==> src/rtl/srwl_pkg.sv <==
// Shared types and constants for the striped readers-writer lock manager.
// Stream field layout, operation and status codes, controller states.
// No dependencies.
`default_nettype none

package srwl_pkg;

  // Stream widths (fields packed from bit 0 up, padded to whole bytes)
  localparam int IN_TDATA_W  = 16;
  localparam int OUT_TDATA_W = 16;
  localparam int CFG_W       = 9;
  localparam int BUCKET_W    = 8;
  localparam int STRIPE_W    = 3;
  localparam int WOKEN_W     = 8;

  typedef enum logic [1:0] {
    OP_START_READ  = 2'd0,
    OP_DONE_READ   = 2'd1,
    OP_START_WRITE = 2'd2,
    OP_DONE_WRITE  = 2'd3
  } op_t;

  typedef enum logic [1:0] {
    ST_OK       = 2'd0,
    ST_QUEUED   = 2'd1,
    ST_NOT_HELD = 2'd2,
    ST_FULL     = 2'd3
  } status_t;

  typedef enum logic [1:0] {
    WK_NONE    = 2'd0,
    WK_WRITER  = 2'd1,
    WK_READERS = 2'd2
  } wake_t;

  typedef enum logic [1:0] {
    FSM_BUILD = 2'd0,
    FSM_IDLE  = 2'd1,
    FSM_MAP   = 2'd2,
    FSM_STATE = 2'd3
  } fsm_t;

endpackage

`default_nettype wire

==> src/rtl/srwl_ram.sv <==
// Generic single-write, single-read synchronous RAM with registered read data.
// Read data holds while no read is issued. No dependencies.
`default_nettype none

module srwl_ram #(
  parameter int WIDTH = 8,
  parameter int DEPTH = 8,
  localparam int AW = (DEPTH > 1) ? $clog2(DEPTH) : 1
) (
  input  wire logic             clk,
  input  wire logic             we,
  input  wire logic [AW-1:0]    waddr,
  input  wire logic [WIDTH-1:0] wdata,
  input  wire logic             re,
  input  wire logic [AW-1:0]    raddr,
  output logic      [WIDTH-1:0] rdata
);

  logic [WIDTH-1:0] mem [DEPTH];

  // write port
  always_ff @(posedge clk) begin
    if (we) begin
      mem[waddr] <= wdata;
    end
  end

  // registered read port
  always_ff @(posedge clk) begin
    if (re) begin
      rdata <= mem[raddr];
    end
  end

endmodule

`default_nettype wire

==> src/rtl/striped_rw_lock_manager.sv <==
// An input transfer passes through the bucket map read, the stripe read, then update and write-back
// into the output register; the next item is not taken until the current one has been written back.
// A finished result waits in the output register while the next item is taken.
// Reset (rst_n low, synchronous) clears all stripe counters, sets stripe_size to 1 and
// rebuilds the bucket-to-stripe table over all min(NUM_BUCKETS,256) entries with in_tready low.
// Every cfg write triggers the same rebuild.
`default_nettype none

module striped_rw_lock_manager #(
  parameter int NUM_STRIPES = 8,
  parameter int NUM_BUCKETS = 256,
  parameter int COUNT_MAX   = 255
) (
  input  wire logic                              clk,
  input  wire logic                              rst_n,
  // configuration: stripe_size
  input  wire logic                              cfg_wr_en,
  input  wire logic [srwl_pkg::CFG_W-1:0]        cfg_wr_data,
  // requests; tdata: operation[1:0], bucket[9:2], zero pad
  input  wire logic                              in_tvalid,
  output logic                                   in_tready,
  input  wire logic [srwl_pkg::IN_TDATA_W-1:0]   in_tdata,
  // results; tdata: status[1:0], stripe[4:2], wake_kind[6:5], readers_woken[14:7], pad
  output logic                                   out_tvalid,
  input  wire logic                              out_tready,
  output logic      [srwl_pkg::OUT_TDATA_W-1:0]  out_tdata
);

  import srwl_pkg::*;

  localparam int SW        = (NUM_STRIPES > 1) ? $clog2(NUM_STRIPES) : 1;
  localparam int CW        = $clog2(COUNT_MAX + 1);
  localparam int MAP_DEPTH = (NUM_BUCKETS < 256) ? NUM_BUCKETS : 256;
  localparam int MAW       = (MAP_DEPTH > 1) ? $clog2(MAP_DEPTH) : 1;
  localparam int ENT_W     = 3 * CW + 1;

  localparam logic [CW-1:0]  CMAX       = CW'(COUNT_MAX);
  localparam logic [SW-1:0]  LAST_STRIPE = SW'(NUM_STRIPES - 1);
  localparam logic [MAW-1:0] LAST_MAP    = MAW'(MAP_DEPTH - 1);
  localparam logic [16:0]    LAST_MAP_X  = 17'(MAP_DEPTH - 1);

  typedef struct packed {
    logic [CW-1:0] ar;  // active readers
    logic          wa;  // writer active
    logic [CW-1:0] wr;  // waiting readers
    logic [CW-1:0] ww;  // waiting writers
  } entry_t;

  // control and payload registers
  fsm_t             fsm_r, fsm_nxt;
  logic [8:0]       stripe_size_r, stripe_size_nxt;
  logic [MAW-1:0]   bcnt_r, bcnt_nxt;
  logic [SW-1:0]    q_r, q_nxt;
  logic [8:0]       rem_r, rem_nxt;
  op_t              op_r, op_nxt;
  logic [SW-1:0]    stripe_r, stripe_nxt;
  logic [NUM_STRIPES-1:0] vld_r, vld_nxt;
  logic             out_valid_r, out_valid_nxt;
  logic [OUT_TDATA_W-1:0] out_data_r, out_data_nxt;

  // RAM ports
  logic             map_we, map_re;
  logic [MAW-1:0]   map_raddr;
  logic [SW-1:0]    map_rdata;
  logic             st_we, st_re;
  logic [ENT_W-1:0] st_rdata;

  logic [16:0]      bucket_x;
  logic [MAW-1:0]   bucket_c;
  logic [8:0]       sz_eff;

  entry_t           cur, nx;
  status_t          status;
  wake_t            kind;
  logic [CW-1:0]    woken;
  logic [CW-1:0]    room;
  logic             do_wake;
  logic [CW+7:0]    woken_x;
  logic [SW+2:0]    stripe_x;
  logic             result_go;

  // bucket clamp and the effective stripe size
  assign bucket_x = {9'b0, in_tdata[9:2]};
  assign bucket_c = (bucket_x > LAST_MAP_X) ? LAST_MAP : bucket_x[MAW-1:0];
  assign sz_eff   = (stripe_size_r == 9'd0) ? 9'd1 : stripe_size_r;

  srwl_ram #(.WIDTH(SW), .DEPTH(MAP_DEPTH)) u_map_ram (
    .clk   (clk),
    .we    (map_we),
    .waddr (bcnt_r),
    .wdata (q_r),
    .re    (map_re),
    .raddr (map_raddr),
    .rdata (map_rdata)
  );

  srwl_ram #(.WIDTH(ENT_W), .DEPTH(NUM_STRIPES)) u_stripe_ram (
    .clk   (clk),
    .we    (st_we),
    .waddr (stripe_r),
    .wdata (nx),
    .re    (st_re),
    .raddr (map_rdata),
    .rdata (st_rdata)
  );

  // read-modify-write of one stripe entry; an entry never written reads as zero
  always_comb begin
    cur     = vld_r[stripe_r] ? entry_t'(st_rdata) : '0;
    nx      = cur;
    status  = ST_OK;
    kind    = WK_NONE;
    woken   = '0;
    do_wake = 1'b0;
    room    = '0;
    unique case (op_r)
      OP_START_READ: begin
        if (cur.wa || cur.ww != '0) begin
          if (cur.wr >= CMAX) begin
            status = ST_FULL;
          end else begin
            nx.wr  = cur.wr + 1'b1;
            status = ST_QUEUED;
          end
        end else if (cur.ar >= CMAX) begin
          status = ST_FULL;
        end else begin
          nx.ar = cur.ar + 1'b1;
        end
      end
      OP_DONE_READ: begin
        if (cur.ar == '0) begin
          status = ST_NOT_HELD;
        end else begin
          nx.ar   = cur.ar - 1'b1;
          do_wake = 1'b1;
        end
      end
      OP_START_WRITE: begin
        if (cur.wa || cur.ar != '0) begin
          if (cur.ww >= CMAX) begin
            status = ST_FULL;
          end else begin
            nx.ww  = cur.ww + 1'b1;
            status = ST_QUEUED;
          end
        end else begin
          nx.wa = 1'b1;
        end
      end
      OP_DONE_WRITE: begin
        if (!cur.wa) begin
          status = ST_NOT_HELD;
        end else begin
          nx.wa   = 1'b0;
          do_wake = 1'b1;
        end
      end
      default: status = ST_OK;
    endcase

    // hand the stripe on: one writer first, else as many readers as fit
    if (do_wake && !nx.wa) begin
      room = CMAX - nx.ar;
      if (nx.ww != '0) begin
        if (nx.ar == '0) begin
          nx.ww = nx.ww - 1'b1;
          nx.wa = 1'b1;
          kind  = WK_WRITER;
        end
      end else if (nx.wr != '0) begin
        woken = (nx.wr < room) ? nx.wr : room;
        if (woken != '0) begin
          nx.wr = nx.wr - woken;
          nx.ar = nx.ar + woken;
          kind  = WK_READERS;
        end
      end
    end
  end

  assign woken_x  = {8'b0, woken};
  assign stripe_x = {3'b0, stripe_r};

  // controller: table build, then map read, stripe read, update
  always_comb begin
    fsm_nxt         = fsm_r;
    stripe_size_nxt = stripe_size_r;
    bcnt_nxt        = bcnt_r;
    q_nxt           = q_r;
    rem_nxt         = rem_r;
    op_nxt          = op_r;
    stripe_nxt      = stripe_r;
    vld_nxt         = vld_r;
    out_valid_nxt   = out_valid_r && !out_tready;
    out_data_nxt    = out_data_r;
    in_tready       = 1'b0;
    map_we          = 1'b0;
    map_re          = 1'b0;
    map_raddr       = bucket_c;
    st_re           = 1'b0;
    st_we           = 1'b0;
    result_go       = 1'b0;

    unique case (fsm_r)
      FSM_BUILD: begin
        map_we   = 1'b1;
        bcnt_nxt = bcnt_r + 1'b1;
        if (rem_r + 9'd1 == sz_eff) begin
          rem_nxt = 9'd0;
          q_nxt   = (q_r == LAST_STRIPE) ? q_r : q_r + 1'b1;
        end else begin
          rem_nxt = rem_r + 9'd1;
        end
        if (bcnt_r == LAST_MAP) begin
          fsm_nxt = FSM_IDLE;
        end
      end
      FSM_IDLE: begin
        in_tready = !cfg_wr_en;
        if (in_tvalid && !cfg_wr_en) begin
          map_re  = 1'b1;
          op_nxt  = op_t'(in_tdata[1:0]);
          fsm_nxt = FSM_MAP;
        end
      end
      FSM_MAP: begin
        st_re      = 1'b1;
        stripe_nxt = map_rdata;
        fsm_nxt    = FSM_STATE;
      end
      FSM_STATE: begin
        if (!out_valid_r || out_tready) begin
          result_go        = 1'b1;
          st_we            = 1'b1;
          vld_nxt[stripe_r] = 1'b1;
          out_valid_nxt    = 1'b1;
          out_data_nxt     = {1'b0, woken_x[7:0], kind, stripe_x[2:0], status};
          fsm_nxt          = FSM_IDLE;
        end
      end
      default: fsm_nxt = FSM_IDLE;
    endcase

    // a new stripe size restarts the table build
    if (cfg_wr_en) begin
      stripe_size_nxt = cfg_wr_data;
      fsm_nxt         = FSM_BUILD;
      bcnt_nxt        = '0;
      q_nxt           = '0;
      rem_nxt         = 9'd0;
    end
  end

  // control registers
  always_ff @(posedge clk) begin
    if (!rst_n) begin
      fsm_r         <= FSM_BUILD;
      stripe_size_r <= 9'd1;
      bcnt_r        <= '0;
      q_r           <= '0;
      rem_r         <= 9'd0;
      vld_r         <= '0;
      out_valid_r   <= 1'b0;
    end else begin
      fsm_r         <= fsm_nxt;
      stripe_size_r <= stripe_size_nxt;
      bcnt_r        <= bcnt_nxt;
      q_r           <= q_nxt;
      rem_r         <= rem_nxt;
      vld_r         <= vld_nxt;
      out_valid_r   <= out_valid_nxt;
    end
  end

  // payload registers
  always_ff @(posedge clk) begin
    op_r       <= op_nxt;
    stripe_r   <= stripe_nxt;
    out_data_r <= out_data_nxt;
  end

  assign out_tvalid = out_valid_r;
  assign out_tdata  = out_data_r;

`ifndef NO_ASSERTIONS
  // an accepted request goes straight to the map read
  a_accept_to_map: assert property (@(posedge clk) disable iff (!rst_n)
    (in_tvalid && in_tready && !cfg_wr_en) |=> (fsm_r == FSM_MAP))
    else $error("accepted request did not start its map read");

  // a written-back stripe never holds a writer together with active readers
  a_exclusive: assert property (@(posedge clk) disable iff (!rst_n)
    st_we |-> !(nx.wa && nx.ar != '0))
    else $error("writer and readers active on one stripe");

  // woken readers are reported only with a reader wake
  a_woken_kind: assert property (@(posedge clk) disable iff (!rst_n)
    out_tvalid |-> (out_tdata[14:7] == 8'd0 || out_tdata[6:5] == WK_READERS))
    else $error("readers_woken without reader wake");

  // a queued request never wakes anyone
  a_queued_no_wake: assert property (@(posedge clk) disable iff (!rst_n)
    (out_tvalid && out_tdata[1:0] == ST_QUEUED) |-> (out_tdata[6:5] == WK_NONE))
    else $error("queued request reported a wake");

  // a result is produced only when the output register can take it
  a_no_overwrite: assert property (@(posedge clk) disable iff (!rst_n)
    result_go |-> (!out_valid_r || out_tready))
    else $error("result overwrote an untaken result");
`endif

endmodule

`default_nettype wire
==> config.mk <==
export PLATFORM = sky130hd
export DESIGN_NAME = striped_rw_lock_manager
export DESIGN_NICKNAME = d
export VERILOG_FILES = /design/src/rtl/srwl_pkg.sv /design/src/rtl/srwl_ram.sv /design/src/rtl/striped_rw_lock_manager.sv
export SDC_FILE = /design/constraint.sdc
export NUM_CORES = 1
export LEC_CHECK = 0
export BUFFER_PORTS_ARGS = -buffer_cell sky130_fd_sc_hd__buf_2
export CORE_MARGIN = 2
export CORE_UTILIZATION = 60
export DETAILED_ROUTE_END_ITERATION = 10
export GPL_ROUTABILITY_DRIVEN = 1
export GPL_TIMING_DRIVEN = 0
export PLACE_DENSITY_LB_ADDON = 0.15
export SYNTH_ARGS = -nofsm -noshare
export SYNTH_HDL_FRONTEND = slang
export SYNTH_HIERARCHICAL = 1
export SYNTH_SLANG_ARGS = --single-unit
==> constraint.sdc <==
create_clock -name clk -period 9.8 [get_ports clk]
set_input_delay 1.47 -clock clk [delete_from_list [all_inputs] [get_ports clk]]
set_output_delay 1.47 -clock clk [all_outputs]
set_load 0.01 [all_outputs]
Yosys cells after proc, flatten, opt, wreduce, memory -nomap -nowiden
Memories as Yosys holds them, arrays and structs flattened. A register that Yosys moved wholly into a read port is not among the register bits.
Index checks and enable logic that the tools add are counted.
{"block": "word_totals", "register_bits": 60, "output_inout_bits": 18, "inputBits": 30, "elab_cells": 140, "n_memories": 2, "ramBits": 968}
{"name": "u_map_ram.mem", "depth": 256, "width": 3, "rd": 1, "rd_ports_with_merged_regs": 1, "write_ports": 1, "line": "srwl_ram.sv:19", "text": "logic [WIDTH-1:0] mem [DEPTH];"}
{"name": "u_stripe_ram.mem", "depth": 8, "width": 25, "rd": 1, "rd_ports_with_merged_regs": 1, "write_ports": 1, "line": "srwl_ram.sv:19"}
{"block": "op_classes", "reduce_logical": 27, "bitwise": 5, "n_eq_ne": 12, "addsub": 11, "magnitude_cmp": 7, "mux": 64}
{"operator": "two-way mux 8 bit", "count": 19}
{"operator": "two-way mux 25 bit", "count": 2}
{"operator": "nonzero test 8 bit", "count": 5}
{"operator": "adder 8 x 1 -> 8 bit (second input constant)", "count": 4}
{"operator": "two-way mux 2 bit", "count": 13}
{"operator": ">= comparator 8 bit (second input constant)", "count": 3}
{"operator": "two-way mux 1 bit", "count": 21}
{"operator": "two-way mux 9 bit", "count": 2}
{"operator": "zero test 8 bit", "count": 2}
{"operator": "one-hot mux 2 bit (4 select lines)", "count": 2}
{"operator": "one-hot mux 8 bit (2 select lines)", "count": 1}
{"operator": "subtractor 8 x 1 -> 8 bit (second input constant)", "count": 2}
{"operator": "adder 9 x 1 -> 9 bit (second input constant)", "count": 1}
{"operator": "== test 9 bit", "count": 1}
{"operator": "zero test 9 bit", "count": 1}
{"operator": "adder 8 bit", "count": 1}
{"operator": "== test 2 bit (second input constant)", "count": 4}
{"operator": "== test 8 bit (second input constant)", "count": 1}
{"operator": "> comparator 8 bit (second input constant)", "count": 1}
{"operator": "< comparator 8 bit", "count": 1}
{"operator": "bitwise OR 8 bit", "count": 1}
{"operator": "subtractor 8 bit", "count": 1}
{"operator": "subtractor 8 bit (first input constant)", "count": 1}
{"operator": "inequality test 2 bit (second input constant)", "count": 3}
{"operator": "17 further kinds", "count": 33}

Logic depth before layout (Yosys ltp)
Gate-level depths: netlist (run 1).
{"block": "logic_depth", "depth_word": 15, "ltp_mapped": 38}

Cells and area by module
Netlist (run 1), hierarchy kept.
{"mod": "srwl_ram (u_map_ram)", "instances": 1, "cells_each": 1713, "area_per_inst_um2": 31068.5}
{"mod": "srwl_ram (u_stripe_ram)", "instances": 1, "cells_each": 328, "area_per_inst_um2": 8511.9}
{"mod": "striped_rw_lock_manager", "instances": 1, "cells_each": 717, "area_per_inst_um2": 5771.8}

Least setup slack after synthesis (run 1)
No wires, ideal clock.
{"block": "synth_path", "path_kind": "register to register", "startpoint": "reg stripe_r[1]", "endpoint": "mem u_stripe_ram/mem[0][24] (netlist bit), data pin", "period_less_slack_ns": 7.450, "required_time_ns": 9.569, "path_buffers": 5, "setup_time_ns": 0.231, "t_arrival_ns": 7.219, "path_stages_with_launch": 38, "slack_ns": 2.350, "cell_sequence": "edfxtp_1 > buf_2 > mux2i_2 > o22a_1 > nand3_1 > buf_2 > buf_2 > and2_1 > inv_1 > ha_1 > or4b_4 > nor3_4 > nand4_1 > o31ai_2 > xnor2_1 > a21o_1 > buf_6 > inv_1 > [2 not listed] > o21ai_0 > a2111oi_0 > a41o_1 > clkbuf_1 > nand2_1 > o21ai_0 > inv_1 > ha_1 > a21o_1 > a21oi_1 > nor2b_1 > o21ai_0 > a21oi_1 > o21a_1 > nor2_1 > xnor2_1 > nor2_1 > xnor2_1"}
{"element": "start, declared", "line": "striped_rw_lock_manager.sv:56", "text": "logic [SW-1:0] stripe_r, stripe_nxt;"}
{"element": "start signal, assigned", "line": "striped_rw_lock_manager.sv:279", "text": "stripe_r <= stripe_nxt;"}
{"element": "end, declared", "line": "srwl_ram.sv:19"}

==> impl_summary.md, run 1 <==
STA
The number of hold violations in the final report is 0. The final cycle utilization of the critical path is 93.84%. For the final database, setup skew stands at 0.02941 ns. Measured against its own limit, the worst slew margin works out to -0.2767%. The max-slew violation count is 10. The shortest period the worst path allows is 9.197 ns. The final count of negative-setup-slack endpoints is 0. The transition time at the pin with the least slew margin is 1.504 ns. Derived from the worst setup path, the maximum achievable clock frequency is 0.1087 GHz. Setup repair after global routing left no endpoint under its margin.

Place
The total placed cells including tap cells is 3782. The count of input and output buffers is 35. The congestion estimate from routability-driven global placement came to 0.9583. The wire-length estimate of the detail-placed layout is 81140 um.

Synth
When the netlist entered floorplanning its net count stood at 2820. The synthesized netlist contains 103 unique library cells. After synthesis, the share of flip-flops with an asynchronous set or reset is 0%. Synthesis inferred 1056 register bits.

The post-synthesis instance area is 45350 sq um. The commonest cells after synthesis are edfxtp_1 (1016), nor2_1 (344), mux4_2 (153), mux2i_1 (112), nand2_1 (96). The most instantiated flip-flop cell in the synthesis netlist is edfxtp_1. Summed over its instances, the top area cell type makes up 67.27% of the synthesized netlist area.

The most frequent cell after synthesis is edfxtp_1. The sequential share of the synthesized area is 69.04%. The count of mapped cells out of synthesis is 2758. The cell type contributing the most total cell area after synthesis is edfxtp_1.

The synthesized design contains 1016 enable-type register cells. By area the synthesized netlist is led by edfxtp_1 (67%), mux4_2 (7.6%), mux4_1 (2.9%). Each instance of the synthesized netlist takes up on average 16.44 sq um.

Yosys printed 6 warnings.

Worst setup path
The worst setup path is captured at a flop. The critical-path cell with the highest stage delay is o22ai_1. The cell occurring most often along the worst timing path is a21oi_1. The worst register-to-register path has a depth of 30. The arrival time at the worst endpoint is 9.52 ns. STA puts the critical path data required time at 10.13 ns. Counting both buffers and inverters, the worst setup path holds a total of 6.

For this run, the slowest stage of the critical path takes 0.72 ns. The kind of cell with the highest combined delay along the critical path is compound AO/OA/AOI/OAI gates. The worst setup path is of the reg -> reg kind. The startpoint type of the worst setup path is a flop. The startpoint identified for the worst register-to-register timing path is stripe_r[1]$_DFFE_PP_. For flop-to-flop paths, the worst setup slack is 0.60 ns. Of all nets on the critical path, the largest fanout is 10. The endpoint identified for the worst register-to-register timing path is u_stripe_ram/mem[6][13]$_DFFE_PP_.

Power and ir drop
The switching part of the total is 20.65%. The total power density per cell area is 182.0 nW/um^2. The leakage power total is 16.37 nW. The sequential group share of total power is 53.2%.

Overall power consumption after layout is estimated at 0.009225 W. The worst-case IR drop observed on VDD is 161.1 uV. The share of total power dissipated in the clock network is 43.2%.

Combinational logic is responsible for 3.6% of the overall power. The total net switching power is 0.001905 W. The internal power summed over all cells is 0.007320 W.

Route
In the routed design, unresolved DRC markers number 0. The final routed wire length divided by cell count is 30.09 um. For this block, the routed nets add up to 119500 um of wire. The total number of vias is 26693. The residual antenna-violating net count after detailed routing is 0. In the routed layout, each cell is associated on average with a via count of 6.720. The number of DRC markers in iteration 0 is 3554. The first detailed-routing pass ran for 5 iterations.

Global route
Summed over all layers, the global routing overflow is 0. The total global routing track utilization is 31.08%. The via count of the first global-routing pass was 26594. The number of antenna violations at the first check in global routing is 6. Entering global routing, the biggest net connects 101 pins. The first-pass GRT wire length is 174300 um.

CTS
The H-tree level count is 3. The number of setup buffers added after CTS is 0. TritonCTS built the clock tree. The clock root buffer is clkbuf_16.

Clock-pin slew was measured on the worst setup and hold paths at 0.06 ns. No sink is reached through more buffers than the 3 on the longest clock path. The number of buffers created by CTS is 104.

The clock net in this run drives a total of 1056 sinks. Clock latency on the worst-skew pair, taken at its later pin, is 0.68 ns.

Cells and area
0 antenna diodes ended up in the layout. The signed area change from the synthesized netlist to the final layout is 11.75%. Measured on the finished design, the core utilization comes to 67.85%.

The final cell count without fillers is 3972. In the final design database the tool counted 2981 nets. The fraction of layout instances using a drive strength above 1 is 17.42%.

Hold path
The startpoint identified for the worst hold timing path is u_map_ram/rdata[1]$_DFFE_PP_. The class of the tightest hold or removal check is reg -> reg. The number of instances on the worst hold path is 0.

The worst hold path endpoint is stripe_r[1]$_DFFE_PP_.

Die
The number of top-level pins is 48. The effective utilization at floorplan is 60.72%. The initialized floorplan defines 100 standard-cell rows. The full die area is 77800 sq um. The floorplan step set the die height to 278.9 um. The floorplan step set the die width to 278.9 um. The region available for standard cell placement spans 74700 sq um.

Flow run
The tool flagged a number of max-cap violations equal to 1.

Outcome
The checks that failed: max-capacitance violations, max-slew violations. The flow ran to the end, but the final reports show violations.
==> per-stage QoR <==
stage          setup slack (ns)  area [sq um]  hold WS [ns]  setup TNS (ns)
2_1_floorplan             2.350         45350        0.4244               0
3_3_place_gp            0.04999         46740        0.4407               0
3_5_place_dp           -0.03386         47210        0.4341         -0.2703
4_1_cts                  0.2315         50650        0.4496               0
5_1_grt                 0.06900         50680        0.4698               0
6_report                 0.6033         50680        0.4539               0
==> worst register-to-register path: cells and delay by family, from the launching register on <==
kind                       cells  cell delay [ns]
and+or+nand+nor                5             1.66
muxes                          1             0.32
buffers and inverters          6             1.37
AOI/OAI and AO/OA             15             3.99
DFF                            1             0.60
adders and majority gates      3             0.91
==> power groups by stage <==
stage	Sequential [W]	Clock, W	Combinational (W)
2_1_floorplan	0.00501	0	0.000194
3_3_place_gp	0.00503	0	0.000302
3_5_place_dp	0.00500	0	0.000327
4_1_cts	0.00491	0.00403	0.000328
5_1_grt	0.00490	0.00420	0.000345
6_report	0.00491	0.00398	0.000336
==> worst max-delay path by stage <==
stage | from | end | slack, ns | cells past startpoint
after global routing | stripe_r[1]$_DFFE_PP_ | u_stripe_ram/mem[1][24]$_DFFE_PP_ | 0.07 | 36
after floorplan | stripe_r[1]$_DFFE_PP_ | u_stripe_ram/mem[0][24]$_DFFE_PP_ | 2.35 | 37
after global placement | stripe_r[1]$_DFFE_PP_ | u_stripe_ram/mem[1][24]$_DFFE_PP_ | 0.05 | 36
after detailed placement | stripe_r[1]$_DFFE_PP_ | u_stripe_ram/mem[0][24]$_DFFE_PP_ | -0.03 | 36
after CTS | stripe_r[1]$_DFFE_PP_ | u_stripe_ram/mem[1][24]$_DFFE_PP_ | 0.23 | 36
final | stripe_r[1]$_DFFE_PP_ | u_stripe_ram/mem[6][13]$_DFFE_PP_ | 0.60 | 30
==> state kept, by name, indices dropped and copies added (netlist names), 8 cells and up <==
| signal | count |
|---|---|
| u_map_ram/mem | 768 |
| u_stripe_ram/mem | 200 |
| u_stripe_ram/rdata | 25 |
| out_tdata | 15 |
| rem_r | 9 |
| stripe_size_r | 9 |
| bcnt_r | 8 |
| vld_r | 8 |
==> cell usage in the layout (no fill, tap or decap), types with 35 or more instances in the layout <==
cell / instances
a22oi_1: 46
clkbuf_1: 105
buf_2: 59
mux2i_1: 112
nor3_1: 36
a21oi_1: 61
o21ai_0: 35
nand2_1: 96
nor2b_1: 47
edfxtp_1: 1016
clkbuf_16: 104
mux4_2: 153
nor2_1: 338
dfxtp_1: 37
mux4_1: 50
nand3_1: 66
==> what timing repair did <==
action | 4_1_cts | 5_1_grt
hold buffers | 0 | 0
setup endpoints to repair | 8 | 48
pin swaps | 0 | 0
resized for setup | 1 | 7
==> cell type report <==
type | instances | area [sq um]
Buffer | 163 | 890.9
Inverter | 37 | 138.9
Multi-Input combinational cell | 1502 | 13110
Sequential cell | 1056 | 31320
Clock inverter | 67 | 758.2
Timing Repair Buffer | 55 | 575.6
Fill cell | 4992 | 24020
Clock buffer | 123 | 2674
Tap cell | 969 | 1212
==> cell families (layout without fill, tap and decap cells) <==
group	Yosys count	after routing	share of synthesized area, %
flops	1056	1056	69.04
simple gates	760	760	8.133
mux	343	343	13.67
other cells	1	1	0.008269
xor+xnor	44	44	0.8663
buf+inv	200	445	2.268
fa+ha+maj	33	33	0.9215
compound gates	321	321	5.093
==> per-layer routing <==
metal | global-route usage (%) | vias up | share of wire, %
li1 | - | 11275 | -
met1 | 39.47 | 13532 | 36
met2 | 51.38 | 1508 | 49
met3 | 5.832 | 374 | 8.8
met4 | 16.53 | 4 | 6.2
met5 | 0 | - | 0.022
Power figures use the tool's default switching activity.
==> run 2: changes to the inputs <==
--- a/config.mk
+++ b/config.mk
@@ -11,6 +11,7 @@
 export DETAILED_ROUTE_END_ITERATION = 10
 export GPL_ROUTABILITY_DRIVEN = 1
 export GPL_TIMING_DRIVEN = 0
+export MAX_ROUTING_LAYER = met4
 export PLACE_DENSITY_LB_ADDON = 0.15
 export SYNTH_ARGS = -nofsm -noshare
 export SYNTH_HDL_FRONTEND = slang
==> impl_summary.md, run 2 (synthesis results as in run 1) <==
STA
Timing would allow up to 0.1103 GHz. The number of hold violations in the final report is 0. Setup repair after global routing left no endpoint under its margin. The worst slew slack as a fraction of its limit is -4.169%.

The clock skew after layout is 0.04358 ns. The final cycle utilization of the critical path is 92.52%. The worst hold slack across all endpoints is 0.4423 ns.

Setup violations remaining at the end of the flow were counted as 0. The max-slew violation count was 22. The worst path needs 9.067 ns of the cycle, external delays included. For the pin with the worst max-slew slack, the measured transition is 1.563 ns.

Cells and area
The number of fillers in the final layout is 4920. For this run, the post-layout net count is 2983. In the final layout, the registers with the most flip-flops are u_map_ram/mem (768), u_stripe_ram/mem (200), u_stripe_ram/rdata (25). The most frequent standard cell in the layout excluding fill and tap cells is edfxtp_1. u_map_ram/mem holds more flip-flops than any other register. After routing the design area is 50710 sq um. The signed area change from the synthesized netlist to the final layout is 11.82%.

The fraction of layout instances using a drive strength above 1 is 17.48%. The register with the most flip-flops in the layout has 768 of them. In the layout the commonest cells are edfxtp_1 (1016), nor2_1 (338), mux4_2 (153).

CTS
The H-tree level count is 3. The clock transition at the register clock pins on the worst setup and hold paths after CTS is 0.06 ns. The insertion delay to the later sink of the worst-skew pair is 0.69 ns. TritonCTS built the clock tree. Buffers inserted during clock tree synthesis total 105. The clock drives 1056 sinks. No sink is reached through more buffers than the 3 on the longest clock path. The clock root buffer is clkbuf_16.

Worst setup path
STA puts the critical path data arrival time at 9.42 ns. The critical path is of the reg -> reg type. The largest stage delay on the critical path is 0.66 ns.

STA classifies the critical path endpoint as a flop. The top cell family by delay on the critical path is compound AO/OA/AOI/OAI gates. The biggest fanout along the worst timing path is 10.

The critical-path cell with the highest stage delay is o22ai_1. Among the stages of the critical path, the cell type that occurs most often is a21oi_1. The critical path buffer and inverter count is 6.

The critical path data required time is 10.15 ns. The worst setup path is launched from a flop.

Power and ir drop
The total power density per cell area is 182.0 nW/um^2. In this run the static leakage power is 16.39 nW. In this run, the combinational gates consume 3.6% of the power.

Sequential cells account for 53.2% of the total power. For this design the total switching power over the nets is 0.001912 W. The internal power summed over all cells is 0.007319 W.

The switching part of the total is 20.71%. The clock network is responsible for 43.2% of the overall power. The worst voltage drop across the vdd grid is 203.3 uV.

Global route
The first-pass GRT wire length is 174900 um. Global routing consumed, on the met2 layer, 52.61% of the routing resources. In this run the most used layer during global routing was met2. The total global routing track utilization is 32.20%. The via count of the first global-routing pass came to 26498. The number of antenna violations at the first check in global routing is 5. The sum of overflow across all layers after global routing is 0. The routing usage on met3 is 5.121%. Entering global routing, the biggest net connects 95 pins. The fraction of met1 tracks used by global routing is 39.78%.

Outcome
The checks that failed: max-capacitance violations, max-slew violations. The run finished, with violations left.

Die
The die is 278.9 um wide. The number of top-level pins is 48. The height of the chip is 278.9 um. The placeable core region is 74700 sq um. The effective utilization at floorplan is 60.72%. The die covers 77800 sq um. The total number of placement rows is 100.

Flow run
The tool flagged a number of max-cap violations equal to 2.

Route
The detailed router finished its first iteration with 3507 violations. The routed layout has 26702 vias. The number of optimization iterations in the first detailed-route pass is 8. Summed over all layers, the routed wires come to 119700 um. The ratio of routed vias to standard cells is 6.707. The residual antenna-violating net count after detailed routing is 0. The final routed wire length divided by cell count is 30.08 um.

For this run, design rule violations remaining after detail routing come to 0.

Place
The detailed-placement wirelength estimate is 81260 um. The total cell area at the placement stage is 47180 sq um. At the end of routability-driven placement, the weighted congestion stood at 1.003. Port buffering added 35 buffers.

Hold path
The min-delay analysis places its worst path in the category reg -> reg.
-- run 2: final timing paths --
check / startpoint / end / slack, ns / cells after the start
worst max-delay path: stripe_r[1]$_DFFE_PP_ / u_stripe_ram/mem[2][13]$_DFFE_PP_ / 0.73 / 30
worst min-delay path: u_map_ram/rdata[2]$_DFFE_PP_ / stripe_r[2]$_DFFE_PP_ / 0.44 / 0
worst max register to register: stripe_r[1]$_DFFE_PP_ / u_stripe_ram/mem[2][13]$_DFFE_PP_ / 0.73 / 30
worst min register to register: u_map_ram/rdata[2]$_DFFE_PP_ / stripe_r[2]$_DFFE_PP_ / 0.44 / 0
-- run 2: per-layer routing --
| metal | part of all wire (%) | up-vias |
|---|---|---|
| li1 | - | 11303 |
| met1 | 36 | 13487 |
| met2 | 49 | 1577 |
| met3 | 9.0 | 335 |
| met4 | 5.8 | 0 |
| met5 | 0 | - |
-- run 2: worst reg2reg max path: cells and delay by family, from the launching register on --
kind	cells	cell delay, ns
flip-flops	1	0.54
AND/OR/NAND/NOR	5	1.66
buffers and inverters	6	1.36
multiplexers	1	0.35
adder cells (fa/ha/maj)	3	0.88
AO/OA/AOI/OAI	15	3.95
-- run 2: cell type report --
type                    instances  area [sq um]  share of cell area (%)
inverters                      37         138.9                  0.2739
plain buffers                 163         892.1                   1.759
repair buffers                 56         563.0                   1.110
flip-flops and latches       1056         31320                   61.76
diodes                          3         7.507                 0.01480
multi-input cells            1502         13110                   25.85
clock inverters                69         723.2                   1.426
clock buffers                 126          2748                   5.418
well taps                     969          1212                   2.391
-- run 2: power groups by stage --
stage / Clock [W] / Sequential (W) / Combinational (W)
after detailed placement: 0 / 0.00500 / 0.000327
after CTS: 0.00404 / 0.00491 / 0.000329
after floorplan: 0 / 0.00501 / 0.000194
final: 0.00399 / 0.00491 / 0.000336
after global routing: 0.00421 / 0.00490 / 0.000347
after global placement: 0 / 0.00503 / 0.000304
-- run 2: per-stage QoR --
step / setup TNS (ns) / power, W / util, % / setup WS, ns / cells
after floorplan: 0 / 0.005205 / - / 2.350 / 2758
after global routing: 0 / 0.009461 / 67.89 / 0.1702 / 3981
after detailed placement: -1.193 / 0.005329 / 63.17 / -0.1493 / 3781
final: 0 / 0.009231 / 67.89 / 0.7327 / 3981
after CTS: 0 / 0.009273 / 67.83 / 0.1482 / 3976
after global placement: -0.3740 / 0.005331 / 62.57 / -0.04686 / 3762
-- run 2: what timing repair did --
item | CTS | global route
resized for setup | 2 | 7
hold buffers | 0 | 0
endpoints found under the setup margin | 8 | 64
setup buffers | 0 | 2
